### config.mk
export PLATFORM = sky130hd
export DESIGN_NAME = hbs_fifo
export DESIGN_NICKNAME = d
export VERILOG_FILES = /design/src/hbs_pkg.sv /design/src/hbs_fifo.sv
export SDC_FILE = /design/constraint.sdc
export NUM_CORES = 1
export LEC_CHECK = 0
export BUFFER_PORTS_ARGS = -buffer_cell sky130_fd_sc_hd__buf_4
export CORE_UTILIZATION = 55
export CTS_CLUSTER_DIAMETER = 150
export DETAILED_ROUTE_END_ITERATION = 8
export GPL_TIMING_DRIVEN = 0
export HOLD_SLACK_MARGIN = 0.1
export PLACE_DENSITY = 0.74
export SETUP_SLACK_MARGIN = 0.05
export SYNTH_ARGS = -nofsm -noshare
export SYNTH_HDL_FRONTEND = slang
export SYNTH_SLANG_ARGS = --single-unit
export TNS_END_PERCENT = 50
### constraint.sdc
create_clock -name clk_i -period 7.7 [get_ports clk_i]
set_clock_uncertainty 0.1 [all_clocks]
set_input_delay 1.54 -clock clk_i [delete_from_list [all_inputs] [get_ports clk_i]]
set_output_delay 1.54 -clock clk_i [all_outputs]
set_load 0.02 [all_outputs]
### src/hbs_pkg.sv
// shared types and constants of the heightmap bilinear sampler
`timescale 1ns / 1ps
`default_nettype none
package hbs_pkg;

  localparam int VAL_W   = 24;  // stored height, signed Q16.8
  localparam int SIZE_W  = 7;   // grid size register width
  localparam int OFS_W   = 14;  // linear offset inside the grid in use
  localparam int FRAC_W  = 16;  // interpolation weight
  localparam int QDEPTH  = 4;   // entries of the front-to-back queue
  localparam int QPTR_W  = $clog2(QDEPTH);
  localparam int QCNT_W  = $clog2(QDEPTH + 1);

  typedef enum logic {
    OP_WRITE = 1'b0,
    OP_QUERY = 1'b1
  } hbs_op_e;

  typedef enum logic {
    CFG_GRID_WIDTH  = 1'b0,
    CFG_GRID_HEIGHT = 1'b1
  } hbs_cfg_e;

  // one classified request as it travels from front to back
  typedef struct packed {
    logic                        is_query;
    logic                        wr_en;     // write lands inside the store
    logic [3:0][OFS_W-1:0]       addr;      // neighbors 00, 10, 01, 11; addr[0] for writes
    logic [VAL_W-1:0]            value;
    logic [FRAC_W-1:0]           fx;
    logic [FRAC_W-1:0]           fy;
  } hbs_cmd_t;

  typedef struct packed {
    logic full;
    logic empty;
  } hbs_qstat_t;

endpackage
`default_nettype wire

### src/hbs_fifo.sv
// short register queue between front and back pipelines
`timescale 1ns / 1ps
`default_nettype none
module hbs_fifo (
  input  wire logic               clk_i,
  input  wire logic               rst_ni,
  input  wire logic               push_i,
  input  wire hbs_pkg::hbs_cmd_t  data_i,
  input  wire logic               pop_i,
  output hbs_pkg::hbs_cmd_t       data_o,
  output hbs_pkg::hbs_qstat_t     stat_o
);
  import hbs_pkg::*;

  hbs_cmd_t            mem_q [QDEPTH];
  logic [QPTR_W-1:0]   wr_ptr_q, rd_ptr_q;
  logic [QCNT_W-1:0]   count_q, count_d;
  logic                do_push, do_pop;

  assign stat_o.full  = (count_q == QCNT_W'(QDEPTH));
  assign stat_o.empty = (count_q == '0);
  assign do_push      = push_i && !stat_o.full;
  assign do_pop       = pop_i && !stat_o.empty;
  assign data_o       = mem_q[rd_ptr_q];

  always_comb begin
    count_d = count_q;
    if (do_push && !do_pop) begin
      count_d = count_q + QCNT_W'(1);
    end else if (do_pop && !do_push) begin
      count_d = count_q - QCNT_W'(1);
    end
  end

  always_ff @(posedge clk_i or negedge rst_ni) begin
    if (!rst_ni) begin
      wr_ptr_q <= '0;
      rd_ptr_q <= '0;
      count_q  <= '0;
    end else begin
      if (do_push) begin
        wr_ptr_q <= wr_ptr_q + QPTR_W'(1);
      end
      if (do_pop) begin
        rd_ptr_q <= rd_ptr_q + QPTR_W'(1);
      end
      count_q <= count_d;
    end
  end

  always_ff @(posedge clk_i) begin
    if (do_push) begin
      mem_q[wr_ptr_q] <= data_i;
    end
  end

endmodule
`default_nettype wire

# == Yosys cells after proc, flatten, opt, wreduce, memory -nomap -nowiden ==
# Memory sizes are Yosys's and may differ from the RTL's.
# Cells that the tools add are included.
# op_classes
addsub,4
eq_ne,1
muxes,4
reduce_logical,10
# op_table
operator,count
2-to-1 mux 3 bit,2
adder 2 x 1 -> 2 bit (second input constant),2
logical AND 1 bit,4
zero test 1 bit,4
adder 3 x 1 -> 3 bit (second input constant),1
equality test 3 bit (second input constant),1
zero test 3 bit,1
subtractor 3 x 1 -> 3 bit (second input constant),1
2-to-1 mux 1 bit,2
nonzero test 2 bit,1
# totals
regBits,7
mem_bits_rw,456
in_bits,118
out_inout_bits,116
mem_count,1
# mem_list
name,words,word_bits,read_ports,rd_clocked_by_memory_dff,write_ports,line,source
mem_q,4,114,1,0,1,hbs_fifo.sv:15,hbs_cmd_t mem_q [QDEPTH];

# == Logic depth before layout (Yosys ltp) ==
# depth
word_depth,7
mapped_depth,9
mapped_depth_nobuf,8

# == Worst setup path after synthesis ==
# No wires, ideal clock.
# synth_timing
path_type,input to register
start,input push_i
end,"memory mem_q[0][0] in the netlist's numbering, enable pin"
setup_time_ps,486
arrival_ps,4448
required_time_ps,7114
path_slack_ps,2665
cell_stages,3
n_path_buf,1
path_cell_list,nor2b_1 buf_2 and2_1
# synth_between
elab_chain_cells,3
# synth_lines
element,line,source
from (decl),hbs_fifo.sv:7,"input wire logic push_i,"
logical AND 1 bit,hbs_fifo.sv:22,assign do_push = push_i && !stat_o.full;
net do_push,hbs_fifo.sv:18,"logic do_push, do_pop;"
2-to-1 mux 1 bit,hbs_fifo.sv:52,if (do_push) begin
2-to-1 mux 1 bit (not written as such),hbs_fifo.sv:53,mem_q[wr_ptr_q] <= data_i;
to (decl),hbs_fifo.sv:15,
# The timed path passes the listed nets, and every way through them passes these cells.

==> summary.txt <==
Outcome
  • Outcome: complete, no violations

Yosys
  • Largest cells by area after synthesis: edfxtp_1 81%, mux4_2 15%, dfrtp_1 1.0%, buf_2 0.45%, buf_6 0.40%
  • Post-Syn Nets: 756
  • Syn. warnings: 0
  • Netlist cell types: 21
  • Post-synth top area share: 0.813
  • Yosys reg bits: 463
  • Cell area after synthesis: 0.0168 mm^2
  • Register area share after synthesis: 0.824
  • Synthesized instance count: 632
  • Dominant cell type by area after synthesis: edfxtp_1
  • Average cell area after synthesis: 26.6 um^2

STA
  • # setup viols final: 0
  • Tmin final: 3980 ps
  • Fin. Hold Viols: 0
  • Final Max Tran Viols: 0
  • Period Utilization, post-route: 0.517
  • Slew HR: 0.497
  • RSZ-0062 raised after global routing: false
  • Setup TNS: 0 ps
  • Slew @ Worst Pin: 755 ps
  • Max frequency: 0.251 GHz
  • Hold slack final: 381 ps

Drt
  • Routed WL: 30800 um
  • Remaining DRCs: 0
  • Vias per cell: 5.62
  • 1st-iter DRT viols: 510
  • Wirelength per Cell: 22.9 um
  • Antenna Violating Nets Remaining: 0
  • DRT Pass-1 Iters: 4
  • Total number of vias: 7570

Finish
  • Area grow syn2layout: 23.0%
  • Fill count: 1840
  • Reg area: 0.0139 mm^2
  • Most common cell after layout, fill and taps aside: edfxtp_1
  • Final Core Density: 0.694
  • Area of the multi-input gates: 0.00280 mm^2
  • Final nets: 1044
  • Most frequent cells in the layout: 456 x edfxtp_1, 234 x buf_4, 114 x mux4_2
  • Layout cell share with drive strength beyond 1: 0.470

Worst setup path
  • Max stage delay on crit path: 610 ps
  • Worst-path maximum fanout: 10
  • Req. time, crit path: 6060 ps
  • Critical Path End Type: output port
  • Worst path arrival time: 2340 ps
  • FF-to-FF Start: count_q[2]$_DFFE_PN0P_
  • CP Launch Point: rd_ptr_q[1]$_DFFE_PN0P_
  • Crit path max-delay family: buffers and inverters
  • Critical Path Start Type: flop
  • Worst-path cell chain: buf_2 -> clkbuf_1 -> mux4_2 -> buf_4
  • Slowest-stage cell, CP: clkbuf_1
  • Critical path buffers and inverters: 3
  • Crit Path Class: flop to output port

Flow run
  • Max-cap viol count: 0

Power
  • Power per cell area: 408 mW/mm^2
  • Leak: 7.13 nW
  • Max VDD drop: 219 uV

Die
  • Chip height: 177 um
  • IO Pins: 234
  • Core box area: 0.0299 mm^2
  • Die width: 177 um
  • Full die area: 0.0313 mm^2
  • Standard-cell row count: 63
  • Initial core utilization: 0.564

Global routing
  • Vias in the first global route: 8208
  • Largest net degree at the start of global routing: 55
  • GR Util All Layers: 0.203
  • Antenna violations before repair: 1
  • GR Overflow Total: 0
  • First-pass GRT wire length: 47000 um

Place
  • Gpl congestion: 0.705
  • HPWL Detailed: 19000 um
  • Port bufs: 233

CTS
  • H-tree depth: 2
  • Sink Count: 463
  • Post-CTS Setup Bufs: 0
  • Max clock buf depth: 3
  • CTS tree: done
  • Cts hold-fix bufs: 0
  • Clock buffer count from CTS: 45
  • Post-CTS Resized: 0
  • Clk_lat worst skew: 530 ps
  • Clk pin slew, worst setup/hold paths: 60 ps
  • Root buf cell: clkbuf_16

Min path
  • Worst Min Path Start: count_q[2]$_DFFE_PN0P_
  • Worst hold path class: flop to flop
## logic make-up (layout without fill, tap and decap cells)
| family | after synthesis | in the layout | share of synthesized area |
|---|---|---|---|
| flip-flops | 463 | 463 | 0.824 |
| multiplexers | 116 | 116 | 0.154 |
| buffers and inverters | 31 | 353 | 0.0109 |
| AND/OR/NAND/NOR | 10 | 10 | 0.00371 |
| adder cells (fa/ha/maj) | 6 | 6 | 0.00490 |
| XOR/XNOR | 6 | 6 | 0.00312 |
| other | 0 | 2 | 0 |
## area by class of cell
cell class,instances,share of cell area
buffer,27,0.00815
antenna,2,0.000242
sequential,463,0.669
clock inverter,28,0.0115
tap,390,0.0236
multi-input combinational,138,0.135
timing repair buffer,241,0.0936
clock buffer,53,0.0579
inverter,4,0.000725
## per-stage QoR
stage	setup slack, ps	total power [W]	area, um^2	cells
after floorplan	2670	0.00531	16800	632
after global placement	456	0.00645	19100	1255
after detailed placement	4130	0.00645	19300	1263
after CTS	3660	0.00857	20700	1344
after global routing	3620	0.00882	20700	1344
final	3720	0.00846	20700	1346
## routing by layer
metal | track usage | wire [um] | vias up
met1 | 0.271 | 12500 | 3940
met2 | 0.333 | 15200 | 265
met4 | 0.0524 | 607 | 0
met5 | 0 | 0 | -
li1 | - | - | 3313
met3 | 0.0550 | 2530 | 52
## path summary, 6_finish.rpt
path,end,slack [ps],cells after the start
setup / recovery,data_o[16],3720,4
hold / removal,count_q[2]$_DFFE_PN0P_,380,1
setup reg to reg,mem_q[3][72]$_DFFE_PP_,5230,6
hold reg to reg,count_q[2]$_DFFE_PN0P_,380,1
max in group asynchronous,wr_ptr_q[0]$_DFFE_PN0P_,6660,1
min in group asynchronous,wr_ptr_q[1]$_DFFE_PN0P_,710,1
## synth_stat cells
| cell type | count |
|---|---|
| edfxtp_1 | 456 |
| mux4_2 | 114 |
| buf_2 | 15 |
| dfrtp_1 | 7 |
| buf_6 | 6 |
| clkbuf_1 | 5 |
| ha_1 | 5 |
| and2_1 | 4 |
| inv_1 | 4 |
| xnor2_1 | 4 |
| xor2_1 | 2 |
| buf_4 | 1 |
| fa_1 | 1 |
| mux2_1 | 1 |
| mux2_2 | 1 |
| nand2_1 | 1 |
| nand3_1 | 1 |
| nor2_1 | 1 |
| nor2b_1 | 1 |
| nor3b_2 | 1 |
| or3_1 | 1 |
## registers in the layout (all words and copies together), names as in the netlist
register	count
mem_q	456
count_q	3
wr_ptr_q	2
rd_ptr_q	2
## worst register-to-register path: stages, from the launching register on
cell and delay [ps]:
dfrtp_1 390, nor3b_2 180, nor2b_1 100, buf_2 200, and2_4 490, buf_12 310, buf_16 300
## power breakdown
group,switching (W),total (W),leakage (nW),internal [W]
Combinational,0.00161,0.00291,2.16,0.00131
Sequential,0.000104,0.00343,4.26,0.00333
Clock,0.000870,0.00211,0.710,0.00124
Power figures use the tool's default switching activity.
